[config.mk]
export PLATFORM = sky130hd
export DESIGN_NAME = pslb_ctrl
export DESIGN_NICKNAME = d
export VERILOG_FILES = /design/src/design/pslb_pkg.sv /design/src/design/pslb_ctrl.sv
export SDC_FILE = /design/constraint.sdc
export NUM_CORES = 1
export LEC_CHECK = 0
export ABC_AREA = 1
export BUFFER_PORTS_ARGS = -buffer_cell sky130_fd_sc_hd__buf_2
export CORE_AREA = 2 2 43 45
export CTS_CLUSTER_DIAMETER = 80
export CTS_CLUSTER_SIZE = 16
export DETAILED_ROUTE_END_ITERATION = 10
export DIE_AREA = 0 0 45 47
export PLACE_DENSITY = 0.84
export SLEW_MARGIN = 20
export SYNTH_ARGS = -nofsm -noshare
export SYNTH_HDL_FRONTEND = slang
export SYNTH_SLANG_ARGS = --single-unit
[constraint.sdc]
create_clock -name clk -period 3.3 [get_ports clk]
set_input_delay 0.66 -clock clk [delete_from_list [all_inputs] [get_ports clk]]
set_output_delay 0.66 -clock clk [all_outputs]
set_load 0.005 [all_outputs]
[src/design/pslb_pkg.sv]
// Shared types, constants and control structs of the per-source leaky-bucket limiter.
package pslb_pkg;

  localparam int TABLE_ENTRIES = 64;
  localparam int IDX_W         = $clog2(TABLE_ENTRIES);

  localparam int ADDR_W     = 32;
  localparam int LEVEL_W    = 32;
  localparam int TIME_W     = 40;
  localparam int CFG_W      = 16;
  localparam int CFG_IDX_W  = 1;
  localparam int MUL_A_W    = TIME_W;
  localparam int MUL_B_W    = CFG_W;
  localparam int PROD_W     = MUL_A_W + MUL_B_W;

  localparam int REQ_COST      = 1000;
  localparam int ALLOW_LIMIT   = 1000;
  localparam int MS_PER_MIN    = 60;
  localparam int RATE_RESET    = 60;
  localparam int PENALTY_RESET = 0;

  localparam logic [CFG_IDX_W-1:0] CFG_RATE    = 1'b0;
  localparam logic [CFG_IDX_W-1:0] CFG_PENALTY = 1'b1;

  localparam logic [LEVEL_W-1:0] LEVEL_MAX = '1;
  // Any product at or above this gives a quotient by 60 that no level can hold.
  localparam logic [PROD_W-1:0]  BIG_LIMIT = PROD_W'(MS_PER_MIN) << LEVEL_W;

  // Division by 60 multiplies by ceil(2^44 / 60), one 16-bit slice of the
  // constant per cycle. It is exact for every dividend below BIG_LIMIT.
  localparam int          DIV_CHUNK_W = MUL_B_W;
  localparam int          DIV_STEPS   = 3;
  localparam int          DIV_SHIFT   = 12;
  localparam logic [47:0] DIV_RECIP   = 48'h0044_4444_4445;
  localparam int          DIV_CNT_W   = $clog2(DIV_STEPS + 1);

  typedef enum logic [1:0] {
    OP_CHECK   = 2'd0,
    OP_REQUEST = 2'd1,
    OP_TIMEOUT = 2'd2,
    OP_SWEEP   = 2'd3
  } op_t;

  typedef struct packed {
    op_t                opcode;
    logic [ADDR_W-1:0]  source_address;
    logic [TIME_W-1:0]  now_ms;
  } req_t;

  typedef struct packed {
    logic               allowed;
    logic               status;
    logic [LEVEL_W-1:0] bucket_level;
  } rsp_t;

  typedef struct packed {
    logic [ADDR_W-1:0]  addr;
    logic [LEVEL_W-1:0] level;
    logic [TIME_W-1:0]  last_time;
  } ent_t;

  localparam int ENT_W = $bits(ent_t);

  typedef enum logic [1:0] {
    MUL_DECAY,
    MUL_PEN,
    MUL_K,
    MUL_RECIP
  } mul_sel_t;

  typedef enum logic [1:0] {
    RES_ZERO,
    RES_ALLOW,
    RES_FULL,
    RES_LEVEL
  } res_kind_t;

  typedef enum logic [3:0] {
    S_IDLE,
    S_START,
    S_SCAN,
    S_SW_RD,
    S_SW_CAP,
    S_DEC_MUL,
    S_PEN_MUL,
    S_K_MUL,
    S_DIV_LD,
    S_DIV,
    S_DECAY,
    S_DEC_END,
    S_ADD,
    S_WB,
    S_DONE
  } state_t;

  typedef struct packed {
    logic      load_in;
    logic      scan_start;
    logic      scan_run;
    logic      cap_scan;
    logic      cap_rd;
    logic      ent_new;
    logic      sw_adv;
    logic      sw_rd;
    logic      mul_en;
    mul_sel_t  mul_sel;
    logic      div_start;
    logic      div_step;
    logic      decay_back;
    logic      decay_apply;
    logic      add_apply;
    logic      wr;
    logic      free_clear;
    logic      res_load;
    res_kind_t res_kind;
  } cmd_t;

  typedef struct packed {
    op_t  op;
    logic match;
    logic scan_done;
    logic free_found;
    logic sweep_valid;
    logic time_back;
    logic time_same;
    logic div_done;
    logic lvl_zero;
  } sts_t;

endpackage

[src/design/pslb_ctrl.sv]
// Controller state machine of the limiter: sequences scan, arithmetic, write-back and result.
module pslb_ctrl import pslb_pkg::*; (
  input  logic clk,
  input  logic rst,
  input  logic req_valid,
  output logic req_stall,
  output logic rsp_valid,
  input  logic rsp_stall,
  input  sts_t st,
  output cmd_t cmd
);

  state_t    state;
  state_t    state_next;
  res_kind_t res_kind;
  res_kind_t res_kind_next;
  logic      rsp_valid_next;

  always_ff @(posedge clk) begin
    if (rst) begin
      state     <= S_IDLE;
      res_kind  <= RES_ZERO;
      rsp_valid <= 1'b0;
    end else begin
      state     <= state_next;
      res_kind  <= res_kind_next;
      rsp_valid <= rsp_valid_next;
    end
  end

  always_comb begin
    state_next    = state;
    res_kind_next = res_kind;
    cmd           = '0;
    cmd.res_kind  = res_kind;
    req_stall     = 1'b1;

    unique case (state)
      S_IDLE: begin
        req_stall = 1'b0;
        if (req_valid) begin
          cmd.load_in = 1'b1;
          state_next  = S_START;
        end
      end
      S_START: begin
        if (st.op == OP_SWEEP) begin
          state_next = S_SW_RD;
        end else begin
          cmd.scan_start = 1'b1;
          state_next     = S_SCAN;
        end
      end
      S_SCAN: begin
        cmd.scan_run = 1'b1;
        cmd.cap_scan = 1'b1;
        priority if (st.match) begin
          priority if (st.op == OP_CHECK) begin
            state_next = S_DEC_MUL;
          end else if (st.op == OP_REQUEST) begin
            state_next = S_ADD;
          end else begin
            state_next = S_PEN_MUL;
          end
        end else if (st.scan_done) begin
          priority if (st.op == OP_CHECK) begin
            res_kind_next = RES_ALLOW;
            state_next    = S_DONE;
          end else if (st.free_found) begin
            cmd.ent_new = 1'b1;
            state_next  = (st.op == OP_REQUEST) ? S_ADD : S_PEN_MUL;
          end else begin
            res_kind_next = RES_FULL;
            state_next    = S_DONE;
          end
        end
      end
      S_SW_RD: begin
        cmd.sw_adv = 1'b1;
        if (st.sweep_valid) begin
          cmd.sw_rd  = 1'b1;
          state_next = S_SW_CAP;
        end else begin
          res_kind_next = RES_ZERO;
          state_next    = S_DONE;
        end
      end
      S_SW_CAP: begin
        cmd.cap_rd = 1'b1;
        state_next = S_DEC_MUL;
      end
      S_DEC_MUL: begin
        priority if (st.time_back) begin
          cmd.decay_back = 1'b1;
          state_next     = S_DEC_END;
        end else if (st.time_same) begin
          state_next = S_DEC_END;
        end else begin
          cmd.mul_en  = 1'b1;
          cmd.mul_sel = MUL_DECAY;
          state_next  = S_DIV_LD;
        end
      end
      S_PEN_MUL: begin
        cmd.mul_en  = 1'b1;
        cmd.mul_sel = MUL_PEN;
        state_next  = S_K_MUL;
      end
      S_K_MUL: begin
        cmd.mul_en  = 1'b1;
        cmd.mul_sel = MUL_K;
        state_next  = S_DIV_LD;
      end
      S_DIV_LD: begin
        cmd.div_start = 1'b1;
        state_next    = S_DIV;
      end
      S_DIV: begin
        if (st.div_done) begin
          state_next = (st.op == OP_TIMEOUT) ? S_ADD : S_DECAY;
        end else begin
          cmd.div_step = 1'b1;
          cmd.mul_sel  = MUL_RECIP;
        end
      end
      S_DECAY: begin
        cmd.decay_apply = 1'b1;
        state_next      = S_DEC_END;
      end
      S_DEC_END: begin
        if ((st.op == OP_SWEEP) && st.lvl_zero) begin
          cmd.free_clear = 1'b1;
          res_kind_next  = RES_ZERO;
        end else begin
          cmd.wr        = 1'b1;
          res_kind_next = RES_LEVEL;
        end
        state_next = S_DONE;
      end
      S_ADD: begin
        cmd.add_apply = 1'b1;
        state_next    = S_WB;
      end
      S_WB: begin
        cmd.wr        = 1'b1;
        res_kind_next = RES_LEVEL;
        state_next    = S_DONE;
      end
      S_DONE: begin
        if (!rsp_valid || !rsp_stall) begin
          cmd.res_load = 1'b1;
          state_next   = S_IDLE;
        end
      end
      default: begin
        state_next = S_IDLE;
      end
    endcase
  end

  assign rsp_valid_next = cmd.res_load || (rsp_valid && rsp_stall);

`ifndef ASSERT_OFF
  a_accept_starts: assert property (@(posedge clk) disable iff (rst)
    req_valid && !req_stall |=> state == S_START)
    else $error("an accepted transfer did not start processing");

  a_no_overwrite: assert property (@(posedge clk) disable iff (rst)
    rsp_valid && rsp_stall |-> !cmd.res_load)
    else $error("a result was loaded over a stalled one");

  a_write_or_free: assert property (@(posedge clk) disable iff (rst)
    !(cmd.wr && cmd.free_clear))
    else $error("an entry was written and freed in the same cycle");
`endif

endmodule

After elaboration in Yosys (flattened, before gate mapping)

Index checks and enable logic that the tools add are counted.
W data, S select, Z words.

Bits in registers: 7
Bits of input ports: 14
Output and inout port bits: 23
Logic and storage cells: 95

Equality and inequality tests: 25
Mux-type cells: 54
Reduce and logical (&&, ||, !) cells: 13

Operators with widths:

| operator             | number |
|---|---|
| $pmux W4 S14         | 1 |
| $mux W4              | 11 |
| $eq A4 B4 Y1 const B | 7 |
| $mux W1              | 25 |
| $mux W2              | 10 |
| $eq A4 B3 Y1 const B | 4 |
| $pmux W2 S4          | 2 |
| $ne A2 B2 Y1 const B | 6 |
| $mux W3              | 3 |
| $eq A4 B2 Y1 const B | 2 |
| $ne A3 B3 Y1 const B | 2 |
| $reduce_and A5 Y1    | 1 |
| $eq A2 B2 Y1 const B | 2 |
| $eq A4 B1 Y1 const B | 1 |
| $logic_not A4 Y1     | 1 |
| $pmux W1 S2          | 2 |
| $reduce_and A4 Y1    | 1 |
| $reduce_bool A4 Y1   | 1 |
| $reduce_or A2 Y1     | 2 |
| $eq A2 B1 Y1 const B | 1 |
| $logic_and A1 B1 Y1  | 2 |
| $logic_not A1 Y1     | 2 |
| $logic_not A2 Y1     | 1 |
| $logic_or A1 B1 Y1   | 2 |

Longest topological paths before layout

Gate-level depths: netlist of the first run.

Depth after elaboration: 7
Mapped depth: 10
Mapped depth without buffers: 10

Least setup slack after synthesis of the first run

OpenSTA, ideal clock, no wires.

Path type: input-to-output
Start: in st[8] in the netlist's numbering
End: out cmd[15] in the netlist's numbering
Arrival: 1123 ps
Path slack: 1517 ps
Stages on the path: 4
Buffers on the path: 0
Path through: inv_1 -> nand2_1 -> nand2_1 -> nor4_1

RTL lines:

| what        | RTL line        | source |
|---|---|---|
| from (decl) | pslb_ctrl.sv:9  | `input sts_t st,` |
| to (decl)   | pslb_ctrl.sv:10 | `output cmd_t cmd` |

==> qor.yml, run 1 <==
status: "finished, final reports clean"
drive_gt1_share_pct: 38.20
end_kind: "output pin"
cts_buffer_depth: 2
port_buffers: 36
numCtsBuffers: 3
async_flop_share_pct: 0
combPwrFrac_pct: 63.7
finalNetCount: 193
htree_levels: 1
synth.most_common_cell: "nand2_1"
syn_inst: 139
p_switching_mw: 0.3212
drtPass1Iterations: 4
yosys.area.top_type_share_pct: 17.98
clockPowerShare_pct: 11.7
hold_class: "reg -> reg"
p_int_mw: 0.3194
syn-num-nets: 153
clock_latency_ns: 0.24
grt_overflow: 0
initial_core_util_pct: 47.20
core_sq_mm: 0.001652
hold_violations: 0
multi_input_area_sq_um: 523.0
fin_crit_sh_pct: 64.40
row_count: 15
yosysUniqueCellTypes: 21
finalSetupViolations: 0
cp_max_fo: 7
synth_flop_cell: "dfxtp_1"
fin_cells: 195
yosysSeqAreaShare_pct: 17.98
path_clk_slew_ns: 0.05
ant_nets: 0
hold_buffers: 0
hpwl_um: 1697
post_cts_resized: 0
die_h_um: 47
synth-edff-count: 0
cp-start-kind: "register"
via_per_inst: 4.800
drv_cap: 0
vias: 936
p_leak_nw: 0.6253
root_buffer: "clkbuf_4"
fillers: 171
maxSlewHeadroom_pct: 80.45
ios: 37
worstSetupPathType: "reg -> out"
crit_arrival_ns: 1.47
final_max_slew_viol_count: 0
numClockSinks: 7
avgSynthCellArea_sq_um: 5.608
wirelength_um: 1985
drt-initial-drc-count: 27
setup_tns_ns: 0
grt_max_degree: 8
ir_drop_v: 0.0004543
yosys_warnings: 0
synth_area_sq_um: 779.5
skew_ns: 0.002472
diodes: 0
cts_tree: "yes"
rsz0062_at_grt: "false"
grt_pass1_wl_um: 3374
antenna_found_initial: 0
first_global_vias: 834
yosys.area.top_type: "dfxtp_1"
synthTopCellsByCount: "32 x nand2_1, 24 x inv_1, 22 x nor2_1, 8 x a21oi_1, 8 x nand3_1"
die_area_sq_mm: 0.002115
fmax_mhz: 470.6
place_inst: 191
drcViolationCount: 0
min_period_ns: 2.125
areaGrowthSynthToFinish_pct: 28.25
power_density_mw_per_mm2: 640.8
ys_ff_latch: 7
globalplace.congestion: 0.8731
tightestPinTransition_ns: 0.2928
wl_per_cell_um: 10.18
seq_power_share_pct: 24.6
p_sw_share_pct: 50.14
die_x_um: 45
grt.total_usage_pct: 20.97
seq_area_sq_um: 140.1
synth.area.top_cells: "dfxtp_1 18%, nand2_1 15%, inv_1 12%, nor2_1 11%, nor2_4 7.2%"
post_cts_buffers: 0
worstPathRequired_ns: 2.64
## critical path, cell delays in order (launching register included)
cell and delay, ns:
dfxtp_1 0.48, nand2_2 0.15, nor2_4 0.22, inv_2 0.07
nor4_1 0.15, buf_2 0.15
## flip-flops by register name (all words and copies together), names as in the netlist
register   count
res_kind       2
state          4
rsp_valid      1
## cell usage in the layout, fill, tap and decap left out, drive strengths merged
cell type / n
clkbuf: 4
nand2: 40
or2: 1
nand3: 10
inv: 29
o21ai: 6
buf: 36
nor3: 1
nor2: 32
o22ai: 1
nor4: 1
nand3b: 1
dfxtp: 7
a21oi: 9
## per-stage QoR
step	hold WS [ns]	power (mW)	setup slack (ns)	area [sq um]	utilization (%)
after floorplan	0.4752	0.4530	1.517	779.5	-
after global placement	0.4777	0.5527	1.253	973.4	58.94
after detailed placement	0.4795	0.5649	1.228	973.4	58.94
after CTS	0.4876	0.6451	1.174	999.7	60.53
after global routing	0.5290	0.7081	1.051	999.7	60.53
final	0.4832	0.6407	1.175	999.7	60.53
## power by group through the flow
stage,registers [mW],logic [mW],clock network [mW]
2_1_floorplan,0.151,0.302,0
3_3_place_gp,0.154,0.399,0
3_5_place_dp,0.158,0.407,0
4_1_cts,0.157,0.409,0.0787
5_1_grt,0.164,0.457,0.0869
6_report,0.157,0.408,0.0751
## worst paths after layout
kind | cells after the start | startpoint | slack (ns) | to
max | 5 | state[1] | 1.17 | cmd[15]
min | 2 | rsp_valid | 0.48 | rsp_valid
max reg2reg | 7 | state[1] | 1.88 | state[3]
min reg2reg | 2 | rsp_valid | 0.48 | rsp_valid
## final cells by class
class	instances	area share [%]
inverters	29	10.89
multi-input cells	102	52.32
well taps	17	2.128
repair buffers	36	18.02
clock buffers	4	2.628
flip-flops and latches	7	14.02
## per-layer routing
layer	track usage, %	up-vias	routed length [um]
met5	0	-	0
met4	2.353	0	0
met3	3.462	0	97
met2	37.43	27	1003
met1	27.42	406	884
li1	-	503	-
## logic make-up (layout without fill, tap and decap cells)
group	after synthesis	count (layout)	share of synthesized area, %
DFF	7	7	17.98
AOI/OAI and AO/OA	16	16	11.88
and+or+nand+nor	86	86	55.22
buffers and inverters	30	69	14.93
Note: power is estimated with default switching activity, not from simulation.
==> run 2, diff against run 1 <==
--- a/config.mk
+++ b/config.mk
@@ -7,12 +7,12 @@
 export LEC_CHECK = 0
 export ABC_AREA = 1
 export BUFFER_PORTS_ARGS = -buffer_cell sky130_fd_sc_hd__buf_2
-export CORE_AREA = 2 2 43 45
+export CORE_AREA = 2 2 45 47
 export CTS_CLUSTER_DIAMETER = 80
 export CTS_CLUSTER_SIZE = 16
 export DETAILED_ROUTE_END_ITERATION = 10
-export DIE_AREA = 0 0 45 47
-export PLACE_DENSITY = 0.84
+export DIE_AREA = 0 0 47 49
+export PLACE_DENSITY = 0.77
 export SLEW_MARGIN = 20
 export SYNTH_ARGS = -nofsm -noshare
 export SYNTH_HDL_FRONTEND = slang
==> constraint.sdc (replaced) <==
create_clock -name clk -period 2 [get_ports clk]
set_input_delay 0.4 -clock clk [delete_from_list [all_inputs] [get_ports clk]]
set_output_delay 0.4 -clock clk [all_outputs]
set_load 0.005 [all_outputs]
==> qor.yml, run 2 (synthesis gave the netlist of run 1 again) <==
drv_cap: 0
wirelength_um: 1937
drt-initial-drc-count: 11
r2r_cells: 7
crit_arrival_ns: 1.44
path_clk_slew_ns: 0.05
final_cell_mix: "36 x buf_2, 32 x nand2_1, 24 x inv_1, 22 x nor2_1"
cts_buffer_depth: 2
worstPathRequired_ns: 1.60
globalplace.congestion: 0.8906
cp_max_fo: 7
numCtsBuffers: 3
status: "finished, final reports clean"
max_stage_delay_ns: 0.45
cp_slowest_cell: "dfxtp_1"
p_leak_nw: 0.6253
core_sq_mm: 0.001842
reg_top3: "state (4), res_kind (2), rsp_valid (1)"
drcViolationCount: 0
port_buffers: 36
wl_per_cell_um: 9.449
reg2reg_from: "state[1]"
endpoint: "cmd[15]"
r2r_setup_slack_ns: 0.64
die_x_um: 47
finalNetCount: 193
root_buffer: "clkbuf_4"
tightestPinTransition_ns: 0.2748
rsz0062_at_grt: "false"
min_period_ns: 1.837
fin_crit_sh_pct: 91.86
hpwl_um: 1696
max_flop_register: "state"
end_kind: "output pin"
setup_tns_ns: 0
postLayoutCellArea_sq_mm: 0.001012
initial_core_util_pct: 42.32
final_max_slew_viol_count: 0
die_area_sq_mm: 0.002303
path_depth: 5
first_global_vias: 820
path_buf_inv: 2
fin_cells: 205
clock_latency_ns: 0.24
cp-startpoint: "state[1]"
grt_max_degree: 8
htree_levels: 1
post_cts_resized: 0
diodes: 0
hold_violations: 0
numClockSinks: 7
maxSlewHeadroom_pct: 81.66
hold_class: "in -> reg"
layout_commonest_cell: "buf_2"
post_cts_buffers: 0
dpl_cell_area_sq_um: 985.9
grt_pass1_wl_um: 3036
ant_nets: 0
finalSetupViolations: 0
cts_tree: "yes"
areaGrowthSynthToFinish_pct: 29.86
via_per_inst: 4.683
total_power_mw: 1.047
row_count: 16
hold_buffers: 0
antenna_found_initial: 0
worstSetupPathType: "reg -> out"
power_density_mw_per_mm2: 1034
cp_top_family: "simple AND/OR/NAND/NOR gates"
drtPass1Iterations: 5
ir_drop_v: 0.0006794
grt_overflow: 0
post-route-util_pct: 54.96
r2r-end: "state[3]"
cp_cell_sequence: "nand2_2 > nor2_4 > inv_2 > nor4_1 > buf_2"
skew_ns: 0.0003977
ios: 37
grt.total_usage_pct: 17.67
fmax_mhz: 544.3
die_h_um: 49
largest_reg_flops: 4
drive_gt1_share_pct: 38.20
place_inst: 201
cp-start-kind: "register"
vias: 960
fillers: 209
-- run 2: cell counts in the layout (fill, tap and decap cells not counted) --
No cell type changed its count.
-- run 2: metrics by stage --
stage	hold slack (ns)	setup slack, ns
CTS	0.3665	0.1499
detailed placement	0.4822	0.4234
floorplan	0.4691	0.5961
finish	0.3758	0.1628
global placement	0.4722	0.4517
global route	0.3681	0.02282
-- run 2: worst min-delay path by stage --
stage	startpoint	to	depth (start not counted)
floorplan	rst	rsp_valid	1
global placement	rsp_valid	rsp_valid	2
detailed placement	rsp_valid	rsp_valid	2
CTS	rst	rsp_valid	2
global route	rst	state[1]	2
finish	rst	rsp_valid	2
-- run 2: cell type report --
type                       instances  area, sq um  area share, %
tap                               27        33.78          3.337
sequential                         7        140.1          13.84
multi-input combinational        102        523.0          51.67
clock buffer                       4        26.28          2.596
inverter                          29        108.9          10.75
timing repair buffer              36        180.2          17.80
-- run 2: where the power goes --
group	switching [mW]	internal (mW)	leakage, nW
clock	0.0463	0.0758	0.0150
sequential	0.0645	0.190	0.0570
combinational	0.409	0.262	0.553
total	0.520	0.527	0.625
-- run 2: per-layer routing --
| metal | routed length (um) | GRT usage [%] |
|---|---|---|
| met1 | 851 | 20.96 |
| met2 | 966 | 29.22 |
| met3 | 95 | 3.704 |
| met5 | 0 | 0 |
| met4 | 23 | 7.870 |
